**src/design/crcdf_pkg.sv**
```systemverilog
package crcdf_pkg;

  // Defaults and fixed field widths
  localparam int PAYLOAD_DEPTH_DEF = 32;
  localparam int QUEUE_DEPTH       = 4;
  localparam int LEN_W             = 6;
  localparam int IDX_W             = 5;

  localparam logic [LEN_W-1:0] LIMIT_RESET = 6'd22;
  localparam logic [LEN_W-1:0] LEN_SAT     = 6'd63;
  localparam logic [15:0]      CRC_INIT    = 16'hFFFF;
  localparam logic [15:0]      CRC_POLY    = 16'h8408;

  // Result status codes
  typedef enum logic [1:0] {
    ST_OK  = 2'd0,
    ST_CRC = 2'd1,
    ST_LEN = 2'd2
  } status_t;

  // Work passed from the framer to the back end
  typedef enum logic [1:0] {
    OP_STORE,
    OP_GOOD,
    OP_CRC_ERR,
    OP_LEN_ERR
  } op_t;

  typedef struct packed {
    op_t              op;
    logic [7:0]       pkt_type;
    logic [LEN_W-1:0] dlen;
    logic [LEN_W-1:0] widx;
    logic [7:0]       dbyte;
  } cmd_t;

  // One byte of reflected CRC-16/X-25, eight shift steps
  function automatic logic [15:0] crc_feed(input logic [15:0] crc, input logic [7:0] b);
    logic [15:0] c;
    c = crc ^ {8'h00, b};
    for (int k = 0; k < 8; k++) begin
      c = c[0] ? ((c >> 1) ^ CRC_POLY) : (c >> 1);
    end
    return c;
  endfunction

endpackage

```
**src/design/crcdf_front.sv**
```systemverilog
module crcdf_front #(
  parameter int PAYLOAD_DEPTH = crcdf_pkg::PAYLOAD_DEPTH_DEF
) (
  input  logic                        clk,
  input  logic                        rst_n,
  input  logic                        cfg_we,
  input  logic [crcdf_pkg::LEN_W-1:0] cfg_wdata,
  input  logic                        in_valid,
  output logic                        in_stall,
  input  logic                        in_func,
  input  logic [7:0]                  in_rx_byte,
  input  logic                        q_full,
  output logic                        q_push,
  output crcdf_pkg::cmd_t             q_cmd
);
  import crcdf_pkg::*;

  localparam int CMP_W = 9;
  localparam logic [CMP_W-1:0] DEPTH_C = CMP_W'(PAYLOAD_DEPTH);

  typedef enum logic [2:0] {
    PH_TYPE,
    PH_LEN,
    PH_DATA,
    PH_CRCLO,
    PH_CRCHI,
    PH_DROP
  } phase_t;

  phase_t           phase_r, phase_nxt;
  logic [7:0]       type_r, type_nxt;
  logic [LEN_W-1:0] len_r, len_nxt;
  logic [LEN_W-1:0] cnt_r, cnt_nxt;
  logic [15:0]      crc_r, crc_nxt;
  logic [7:0]       crc_lo_r, crc_lo_nxt;
  logic [LEN_W-1:0] limit_r;

  logic             accept;
  logic [15:0]      crc_upd;
  logic [CMP_W-1:0] lim_eff;
  logic             len_bad;
  logic [LEN_W-1:0] len_sat;
  logic [LEN_W:0]   cnt_inc;
  logic             crc_good;

  // Take a word whenever the queue has room
  assign in_stall = q_full;
  assign accept   = in_valid && !q_full;

  assign crc_upd  = crc_feed(crc_r, in_rx_byte);
  assign lim_eff  = (CMP_W'(limit_r) > DEPTH_C) ? DEPTH_C : CMP_W'(limit_r);
  assign len_bad  = CMP_W'(in_rx_byte) > lim_eff;
  assign len_sat  = (in_rx_byte > 8'(LEN_SAT)) ? LEN_SAT : in_rx_byte[LEN_W-1:0];
  assign cnt_inc  = {1'b0, cnt_r} + 1'b1;
  assign crc_good = ({in_rx_byte, crc_lo_r} == ~crc_r);

  // Classify the word and decide what to hand to the back end
  always_comb begin
    phase_nxt    = phase_r;
    type_nxt     = type_r;
    len_nxt      = len_r;
    cnt_nxt      = cnt_r;
    crc_nxt      = crc_r;
    crc_lo_nxt   = crc_lo_r;
    q_push       = 1'b0;
    q_cmd.op       = OP_STORE;
    q_cmd.pkt_type = type_r;
    q_cmd.dlen     = len_r;
    q_cmd.widx     = cnt_r;
    q_cmd.dbyte    = in_rx_byte;
    if (accept) begin
      if (in_func) begin
        // Gap: restart framing, drop any partial packet
        phase_nxt = PH_TYPE;
        cnt_nxt   = '0;
        crc_nxt   = CRC_INIT;
      end else begin
        unique case (phase_r)
          PH_TYPE: begin
            type_nxt  = in_rx_byte;
            crc_nxt   = crc_upd;
            phase_nxt = PH_LEN;
          end
          PH_LEN: begin
            if (len_bad) begin
              q_push     = 1'b1;
              q_cmd.op   = OP_LEN_ERR;
              q_cmd.dlen = len_sat;
              phase_nxt  = PH_DROP;
            end else begin
              len_nxt   = in_rx_byte[LEN_W-1:0];
              crc_nxt   = crc_upd;
              cnt_nxt   = '0;
              phase_nxt = (in_rx_byte == 8'd0) ? PH_CRCLO : PH_DATA;
            end
          end
          PH_DATA: begin
            q_push    = (CMP_W'(cnt_r) < DEPTH_C);
            crc_nxt   = crc_upd;
            cnt_nxt   = cnt_inc[LEN_W-1:0];
            if (cnt_inc >= {1'b0, len_r}) begin
              phase_nxt = PH_CRCLO;
            end
          end
          PH_CRCLO: begin
            crc_lo_nxt = in_rx_byte;
            phase_nxt  = PH_CRCHI;
          end
          PH_CRCHI: begin
            q_push    = 1'b1;
            q_cmd.op  = crc_good ? OP_GOOD : OP_CRC_ERR;
            phase_nxt = PH_TYPE;
            cnt_nxt   = '0;
            crc_nxt   = CRC_INIT;
          end
          PH_DROP: begin
            phase_nxt = PH_DROP;
          end
          default: begin
            phase_nxt = PH_TYPE;
            cnt_nxt   = '0;
            crc_nxt   = CRC_INIT;
          end
        endcase
      end
    end
  end

  // Hold framing state and the length limit register
  always_ff @(posedge clk) begin
    if (!rst_n) begin
      phase_r  <= PH_TYPE;
      type_r   <= '0;
      len_r    <= '0;
      cnt_r    <= '0;
      crc_r    <= CRC_INIT;
      crc_lo_r <= '0;
      limit_r  <= LIMIT_RESET;
    end else begin
      phase_r  <= phase_nxt;
      type_r   <= type_nxt;
      len_r    <= len_nxt;
      cnt_r    <= cnt_nxt;
      crc_r    <= crc_nxt;
      crc_lo_r <= crc_lo_nxt;
      if (cfg_we) begin
        limit_r <= cfg_wdata;
      end
    end
  end

endmodule

```
**src/design/crcdf_queue.sv**
```systemverilog
module crcdf_queue (
  input  logic            clk,
  input  logic            rst_n,
  input  logic            push,
  input  crcdf_pkg::cmd_t push_cmd,
  input  logic            pop,
  output crcdf_pkg::cmd_t head,
  output logic            full,
  output logic            empty
);
  import crcdf_pkg::*;

  localparam int PW = (QUEUE_DEPTH > 1) ? $clog2(QUEUE_DEPTH) : 1;
  localparam logic [PW-1:0] LAST_SLOT = PW'(QUEUE_DEPTH - 1);
  localparam logic [PW:0]   FULL_CNT  = (PW + 1)'(QUEUE_DEPTH);

  cmd_t          slots_r [QUEUE_DEPTH];
  logic [PW-1:0] wp_r, rp_r;
  logic [PW:0]   cnt_r;

  assign head  = slots_r[rp_r];
  assign full  = (cnt_r == FULL_CNT);
  assign empty = (cnt_r == '0);

  // Store the pushed command
  always_ff @(posedge clk) begin
    if (push) begin
      slots_r[wp_r] <= push_cmd;
    end
  end

  // Advance pointers and occupancy
  always_ff @(posedge clk) begin
    if (!rst_n) begin
      wp_r  <= '0;
      rp_r  <= '0;
      cnt_r <= '0;
    end else begin
      if (push) begin
        wp_r <= (wp_r == LAST_SLOT) ? '0 : wp_r + 1'b1;
      end
      if (pop) begin
        rp_r <= (rp_r == LAST_SLOT) ? '0 : rp_r + 1'b1;
      end
      if (push && !pop) begin
        cnt_r <= cnt_r + 1'b1;
      end else if (pop && !push) begin
        cnt_r <= cnt_r - 1'b1;
      end
    end
  end

endmodule

```
**src/design/crcdf_back.sv**
```systemverilog
module crcdf_back #(
  parameter int PAYLOAD_DEPTH = crcdf_pkg::PAYLOAD_DEPTH_DEF
) (
  input  logic                        clk,
  input  logic                        rst_n,
  input  logic                        q_empty,
  input  crcdf_pkg::cmd_t             q_head,
  output logic                        q_pop,
  output logic                        out_valid,
  input  logic                        out_stall,
  output logic [1:0]                  out_status,
  output logic [1:0]                  out_reply_class,
  output logic [5:0]                  out_command_code,
  output logic [crcdf_pkg::LEN_W-1:0] out_data_length,
  output logic                        out_has_data,
  output logic [crcdf_pkg::IDX_W-1:0] out_byte_index,
  output logic [7:0]                  out_data_byte,
  output logic                        out_last
);
  import crcdf_pkg::*;

  localparam int AW = (PAYLOAD_DEPTH > 1) ? $clog2(PAYLOAD_DEPTH) : 1;
  localparam int IW = (AW > LEN_W) ? AW : LEN_W;

  typedef enum logic [1:0] {
    B_IDLE,
    B_READ,
    B_EMIT
  } bstate_t;

  logic [7:0]       pay_mem [PAYLOAD_DEPTH];
  logic [7:0]       rd_data_r;

  bstate_t          state_r;
  logic [LEN_W-1:0] i_r;
  logic [7:0]       ptype_r;
  logic [LEN_W-1:0] plen_r;

  logic             out_valid_r;
  status_t          out_status_r;
  logic [7:0]       out_type_r;
  logic [LEN_W-1:0] out_len_r;
  logic             out_has_r;
  logic [IDX_W-1:0] out_idx_r;
  logic [7:0]       out_byte_r;
  logic             out_last_r;

  logic             out_free;
  logic             mem_we;
  logic [IW-1:0]    waddr_ext, raddr_ext;
  logic [AW-1:0]    waddr, raddr;
  logic [LEN_W:0]   i_inc;
  logic             is_last;

  logic             ld_en;
  status_t          ld_status;
  logic [7:0]       ld_type;
  logic [LEN_W-1:0] ld_len;
  logic             ld_has;
  logic [IDX_W-1:0] ld_idx;
  logic [7:0]       ld_byte;

  assign out_free  = !out_valid_r || !out_stall;
  assign waddr_ext = IW'(q_head.widx);
  assign waddr     = waddr_ext[AW-1:0];
  assign raddr_ext = IW'(i_r);
  assign raddr     = raddr_ext[AW-1:0];
  assign i_inc     = {1'b0, i_r} + 1'b1;
  assign is_last   = (i_inc == {1'b0, plen_r});

  // Pick the next command and the word to load into the output register
  always_comb begin
    q_pop     = 1'b0;
    mem_we    = 1'b0;
    ld_en     = 1'b0;
    ld_status = ST_OK;
    ld_type   = q_head.pkt_type;
    ld_len    = q_head.dlen;
    ld_has    = 1'b0;
    ld_idx    = '0;
    ld_byte   = '0;
    unique case (state_r)
      B_IDLE: begin
        if (!q_empty) begin
          unique case (q_head.op)
            OP_STORE: begin
              q_pop  = 1'b1;
              mem_we = 1'b1;
            end
            OP_GOOD: begin
              if (q_head.dlen != '0) begin
                q_pop = 1'b1;
              end else if (out_free) begin
                // Empty good packet: one word, no data
                q_pop     = 1'b1;
                ld_en     = 1'b1;
                ld_status = ST_OK;
                ld_len    = '0;
              end
            end
            OP_CRC_ERR: begin
              if (out_free) begin
                q_pop     = 1'b1;
                ld_en     = 1'b1;
                ld_status = ST_CRC;
              end
            end
            OP_LEN_ERR: begin
              if (out_free) begin
                q_pop     = 1'b1;
                ld_en     = 1'b1;
                ld_status = ST_LEN;
              end
            end
            default: begin
              q_pop = 1'b0;
            end
          endcase
        end
      end
      B_EMIT: begin
        if (out_free) begin
          ld_en   = 1'b1;
          ld_type = ptype_r;
          ld_len  = plen_r;
          ld_has  = 1'b1;
          ld_idx  = i_r[IDX_W-1:0];
          ld_byte = rd_data_r;
        end
      end
      default: begin
        ld_en = 1'b0;
      end
    endcase
  end

  // Payload buffer: write on store, read the drain position every cycle
  always_ff @(posedge clk) begin
    if (mem_we) begin
      pay_mem[waddr] <= q_head.dbyte;
    end
    rd_data_r <= pay_mem[raddr];
  end

  // Hold drain state and the output register
  always_ff @(posedge clk) begin
    if (!rst_n) begin
      state_r     <= B_IDLE;
      out_valid_r <= 1'b0;
    end else begin
      if (out_valid_r && !out_stall) begin
        out_valid_r <= 1'b0;
      end
      if (ld_en) begin
        out_valid_r  <= 1'b1;
        out_status_r <= ld_status;
        out_type_r   <= ld_type;
        out_len_r    <= ld_len;
        out_has_r    <= ld_has;
        out_idx_r    <= ld_idx;
        out_byte_r   <= ld_byte;
        out_last_r   <= ld_has ? is_last : 1'b1;
      end
      unique case (state_r)
        B_IDLE: begin
          if (q_pop && (q_head.op == OP_GOOD) && (q_head.dlen != '0)) begin
            ptype_r <= q_head.pkt_type;
            plen_r  <= q_head.dlen;
            i_r     <= '0;
            state_r <= B_READ;
          end
        end
        B_READ: begin
          state_r <= B_EMIT;
        end
        B_EMIT: begin
          if (out_free) begin
            if (is_last) begin
              state_r <= B_IDLE;
            end else begin
              i_r     <= i_inc[LEN_W-1:0];
              state_r <= B_READ;
            end
          end
        end
        default: begin
          state_r <= B_IDLE;
        end
      endcase
    end
  end

  assign out_valid        = out_valid_r;
  assign out_status       = out_status_r;
  assign out_reply_class  = out_type_r[7:6];
  assign out_command_code = out_type_r[5:0];
  assign out_data_length  = out_len_r;
  assign out_has_data     = out_has_r;
  assign out_byte_index   = out_idx_r;
  assign out_data_byte    = out_byte_r;
  assign out_last         = out_last_r;

endmodule

```
**src/design/crc16_packet_deframer_core.sv**
```systemverilog
// Input words are taken one per cycle while the four-entry command queue has room.
// Error or empty-packet results go via the queue to the output register while the back end idles.
// A good packet's payload is read word by word from the buffer (B_READ) and loaded into the
// output register (B_EMIT), held while the output stalls; a full queue stalls input.
// Reset (synchronous, rst_n low) restarts framing, empties the queue and output, and sets
// length_limit to 22; the payload buffer is not cleared and needs no clearing pass.
module crc16_packet_deframer_core #(
  parameter int PAYLOAD_DEPTH = crcdf_pkg::PAYLOAD_DEPTH_DEF
) (
  input  logic                        clk,
  input  logic                        rst_n,
  input  logic                        cfg_we,
  input  logic [crcdf_pkg::LEN_W-1:0] cfg_wdata,
  input  logic                        in_valid,
  output logic                        in_stall,
  input  logic                        in_func,
  input  logic [7:0]                  in_rx_byte,
  output logic                        out_valid,
  input  logic                        out_stall,
  output logic [1:0]                  out_status,
  output logic [1:0]                  out_reply_class,
  output logic [5:0]                  out_command_code,
  output logic [crcdf_pkg::LEN_W-1:0] out_data_length,
  output logic                        out_has_data,
  output logic [crcdf_pkg::IDX_W-1:0] out_byte_index,
  output logic [7:0]                  out_data_byte,
  output logic                        out_last
);
  import crcdf_pkg::*;

  logic q_push, q_pop, q_full, q_empty;
  cmd_t q_cmd, q_head;

  // Framer: classify each received word
  crcdf_front #(
    .PAYLOAD_DEPTH(PAYLOAD_DEPTH)
  ) u_front (
    .clk        (clk),
    .rst_n      (rst_n),
    .cfg_we     (cfg_we),
    .cfg_wdata  (cfg_wdata),
    .in_valid   (in_valid),
    .in_stall   (in_stall),
    .in_func    (in_func),
    .in_rx_byte (in_rx_byte),
    .q_full     (q_full),
    .q_push     (q_push),
    .q_cmd      (q_cmd)
  );

  // Decouple the framer from the drain
  crcdf_queue u_queue (
    .clk      (clk),
    .rst_n    (rst_n),
    .push     (q_push),
    .push_cmd (q_cmd),
    .pop      (q_pop),
    .head     (q_head),
    .full     (q_full),
    .empty    (q_empty)
  );

  // Buffer payload and emit results
  crcdf_back #(
    .PAYLOAD_DEPTH(PAYLOAD_DEPTH)
  ) u_back (
    .clk              (clk),
    .rst_n            (rst_n),
    .q_empty          (q_empty),
    .q_head           (q_head),
    .q_pop            (q_pop),
    .out_valid        (out_valid),
    .out_stall        (out_stall),
    .out_status       (out_status),
    .out_reply_class  (out_reply_class),
    .out_command_code (out_command_code),
    .out_data_length  (out_data_length),
    .out_has_data     (out_has_data),
    .out_byte_index   (out_byte_index),
    .out_data_byte    (out_data_byte),
    .out_last         (out_last)
  );

  a_no_push_full: assert property (@(posedge clk) disable iff (!rst_n)
    q_push |-> !q_full)
    else $error("command pushed into a full queue");

  a_no_pop_empty: assert property (@(posedge clk) disable iff (!rst_n)
    q_pop |-> !q_empty)
    else $error("command popped from an empty queue");

  a_err_is_last: assert property (@(posedge clk) disable iff (!rst_n)
    (out_valid && (out_status != ST_OK)) |-> (out_last && !out_has_data))
    else $error("error result not a single last word");

endmodule

```
**config.mk**
```make
export PLATFORM = sky130hd
export DESIGN_NAME = crc16_packet_deframer_core
export DESIGN_NICKNAME = d
export VERILOG_FILES = /design/src/design/crcdf_pkg.sv /design/src/design/crcdf_front.sv /design/src/design/crcdf_queue.sv /design/src/design/crcdf_back.sv /design/src/design/crc16_packet_deframer_core.sv
export SDC_FILE = /design/constraint.sdc
export NUM_CORES = 1
export LEC_CHECK = 0
export BUFFER_PORTS_ARGS = -buffer_cell sky130_fd_sc_hd__buf_2
export CORE_MARGIN = 5
export CORE_UTILIZATION = 30
export CTS_BUF_LIST = sky130_fd_sc_hd__clkbuf_8
export CTS_CLUSTER_SIZE = 25
export DETAILED_ROUTE_END_ITERATION = 7
export PLACE_DENSITY_LB_ADDON = 0.12
export SYNTH_ARGS = -nofsm -noshare
export SYNTH_HDL_FRONTEND = slang
export SYNTH_SLANG_ARGS = --single-unit
```
**constraint.sdc**
```tcl
create_clock -name clk -period 6.4 [get_ports clk]
set_clock_uncertainty 0.2 [all_clocks]
set_input_delay 1.92 -clock clk [delete_from_list [all_inputs] [get_ports clk]]
set_output_delay 1.92 -clock clk [all_outputs]
set_load 0.05 [all_outputs]
```
==> results by group <==
Run status
  • Status: finished clean

STA
  • Post-layout min period: 4796 ps
  • Final setup TNS: 0 ps
  • Pins Over Slew Limit: 0
  • Worst-Margin Slew: 1134 ps
  • Final Hold Viols: 0
  • Final setup slack of the worst path: 1604 ps
  • Fin crit share: 74.93%
  • RSZ-0062 raised after global routing: no
  • Final setup fails: 0
  • Slew margin rel.: 23.45%
  • Fmax: 0.2085 GHz
  • Final hold slack: 291.7 ps

Die
  • Die height: 269.4 um
  • # rows: 95
  • Starting Density: 30.15%
  • # IOs: 53
  • Die ar.: 72550 um2
  • Die Wd: 269.4 um
  • Core area: 66920 um2

Power and ir drop
  • Internal power: 6.082 mW
  • Peak VDD IR: 0.1471 mV
  • NetSw: 2.724 mW
  • Part of the power in registers: 47.0%
  • Comb pwr share: 20.5%
  • Leak Pwr: 7.881 nW
  • Clock power frac: 32.5%
  • Sw frac: 30.93%
  • P per Cell Area: 380.3 nW/um2

Placed design
  • DP Area: 21420 um2
  • Dpl ws: 899.2 ps
  • Port Buf Inserts: 52
  • DP Wirelength: 30620 um
  • Placer Congestion: 0.7308

Worst setup path
  • Stages on the worst setup path: 14
  • Slowest CP cell: fa_1
  • Crit Path Class: input port to flop
  • Crit path launch type: input port
  • Dominant delay contributor by cell family on the critical path: compound AO/OA/AOI/OAI gates
  • RR Endpoint: u_queue.cnt_r[2]
  • WP data arrival: 5190 ps
  • Bufs and invs on worst path: 3
  • Critical Path Sink Type: flop
  • Cells along the critical path: buf_2 > inv_1 > ha_1 > nand2b_1 > a211o_1 > a211o_1 > a21oi_1 > o311a_1 > ha_1 > inv_1 > fa_1 > xor2_1 > or3_1 > a21oi_1
  • CP required: 6790 ps
  • CP startpoint: in_rx_byte[0]
  • End point of the critical path: u_queue.cnt_r[2]
  • Worst Reg-to-Reg Cells: 10
  • CP max stage delay: 430 ps
  • Critical-path maximum fanout: 11
  • Flop2flop setup slack: 2240 ps

Clock tree
  • Clk buf depth: 3
  • H-tree levels: 3
  • Sink Count: 496
  • Worst-Skew Late Latency: 670 ps
  • CTS tree: done
  • TritonCTS Buffers: 90
  • Clk slew on worst S/H paths: 50 ps
  • Hold Buf Count CTS: 0
  • # resized after CTS: 0
  • Root buffer cell: clkbuf_8
  • Setup Buffers After CTS: 0

GRT
  • Tot GR Track Use: 13.49%
  • Overflow after GRT: 0
  • Initial antenna violation count: 0
  • Largest net degree at the start of global routing: 76
  • Global-route wire length before repair: 74620 um
  • Vias in the first global route: 11.29k

Yosys
  • Ys flop type: edfxtp_1
  • Synth Register Bits: 496
  • Post-synth EDFFs: 423
  • Synth Instances: 1237
  • FFs w/ async S/R, synth: 0%
  • Synth unique cells: 57
  • Cell area after synthesis: 20180 um2
  • Syn Nets: 1278
  • Syn avg cell area: 16.31 um2
  • Post-synthesis sequential area ratio: 70.19%
  • Ys Warns: 0

Routing
  • Routed len/inst: 21.64 um
  • Via-to-Cell Ratio: 4.720
  • Final wirelength: 49370 um
  • Vias: 10.77k
  • Initial DRT Pass Iterations: 4
  • DRC: 0
  • Antenna Violating Nets Remaining: 0
  • Drt initial violations: 654

Layout
  • Final #Nets: 1375
  • Area growth from synthesis to layout: 14.74%
  • Share of layout cells above drive strength 1: 20.90%
  • Final instance area: 23150 um2
  • Final core utilization: 34.60%

Worst hold path
  • HP Class: flop to flop

Flow run
  • Total of max-cap violations: 0
==> power groups by stage <==
stage / Combinational [mW] / Sequential, mW / Clock [mW]
6_report: 1.81 / 4.14 / 2.86
5_1_grt: 1.96 / 4.17 / 3.15
4_1_cts: 1.87 / 4.15 / 2.98
3_5_place_dp: 1.86 / 4.21 / 0
3_3_place_gp: 1.84 / 4.21 / 0
2_1_floorplan: 1.12 / 4.28 / 0
==> worst min-delay path by stage <==
stage,start,to,slack [ps],cells past startpoint
after floorplan,u_front.limit_r[1],u_front.limit_r[1],240,2
after global placement,u_front.limit_r[4],u_front.limit_r[4],270,2
after detailed placement,u_front.limit_r[4],u_front.limit_r[4],270,2
after CTS,u_front.limit_r[4],u_front.limit_r[4],290,2
after global routing,u_queue.rp_r[0],flop,310,2
final,u_queue.rp_r[0],flop,290,2
==> sequential cells by signal, indices dropped and copies added (netlist names), 8 cells and up, named ones only <==
name and count:
u_front.type_r 8, u_front.crc_lo_r 8, u_front.crc_r 16, u_queue.slots_r 116, u_back.pay_mem 256, u_back.out_type_r 8, u_back.ptype_r 8, u_back.out_data_byte 8
u_back.rd_data_r 8
==> Yosys cell counts (all sizes together) (14+ instances only) <==
library cell | number | area share, %
edfxtp | 423 | 63
xor2 | 38 | 1.6
nand3 | 17 | 0.42
o221ai | 16 | 0.69
mux4 | 69 | 7.8
dfxtp | 73 | 7.2
o21ai | 19 | 0.49
mux2i | 92 | 4.6
and2 | 20 | 0.62
ha | 20 | 1.2
clkbuf | 38 | 0.71
nor2 | 139 | 2.7
xnor2 | 16 | 0.69
nand2 | 43 | 0.80
a21oi | 29 | 0.78
mux2 | 26 | 1.5
nor2b | 14 | 0.43
buf | 26 | 0.69
inv | 15 | 0.28
==> layout make-up <==
cell class / instances / area [um2]
inverter: 16 / 60.06
clock buffer: 98 / 1349
timing repair buffer: 69 / 400.4
clock inverter: 67 / 384.1
tap: 873 / 1092
sequential: 496 / 14160
multi-input combinational: 661 / 5700
fill: 6454 / 43770
antenna: 1 / 2.502
==> metal layers <==
layer,up-vias,wire (um),track usage [%]
met5,-,0,0
met4,0,1178,4.498
met3,71,1899,2.658
met2,207,24130,22.57
met1,5496,22160,17.73
li1,4992,-,-
==> worst min-delay path: stages (launching register included) <==
cell and delay [ps]:
dfxtp_1 320, nand2_1 60, a21oi_1 70
==> stage by stage <==
stage	power, mW	std cells
after global routing	9.278	2280
after global placement	6.049	2115
after detailed placement	6.075	2115
after CTS	8.997	2280
final	8.806	2281
after floorplan	5.397	1237
==> cells in the final DEF (no fill, tap or decap), drive strengths merged, types with 26 or more instances in the layout <==
| master | synthesis | final |
|---|---|---|
| a21oi | 29 | 29 |
| buf | 26 | 69 |
| clkbuf | 38 | 98 |
| clkinv | 1 | 30 |
| dfxtp | 73 | 73 |
| edfxtp | 423 | 423 |
| inv | 15 | 49 |
| mux2 | 26 | 26 |
| mux2i | 92 | 92 |
| mux4 | 69 | 69 |
| nand2 | 43 | 43 |
| nor2 | 139 | 139 |
| xor2 | 38 | 38 |
==> logic make-up after synthesis <==
kind of cell,share of synthesized area [%]
and+or+nand+nor,6.368
AOI/OAI and AO/OA,4.222
xor gates and xnor gates,2.344
buffers and inverters,1.693
DFF,70.19
muxes,13.85
adders and majority gates,1.339
(Power assumes the default switching activity.)
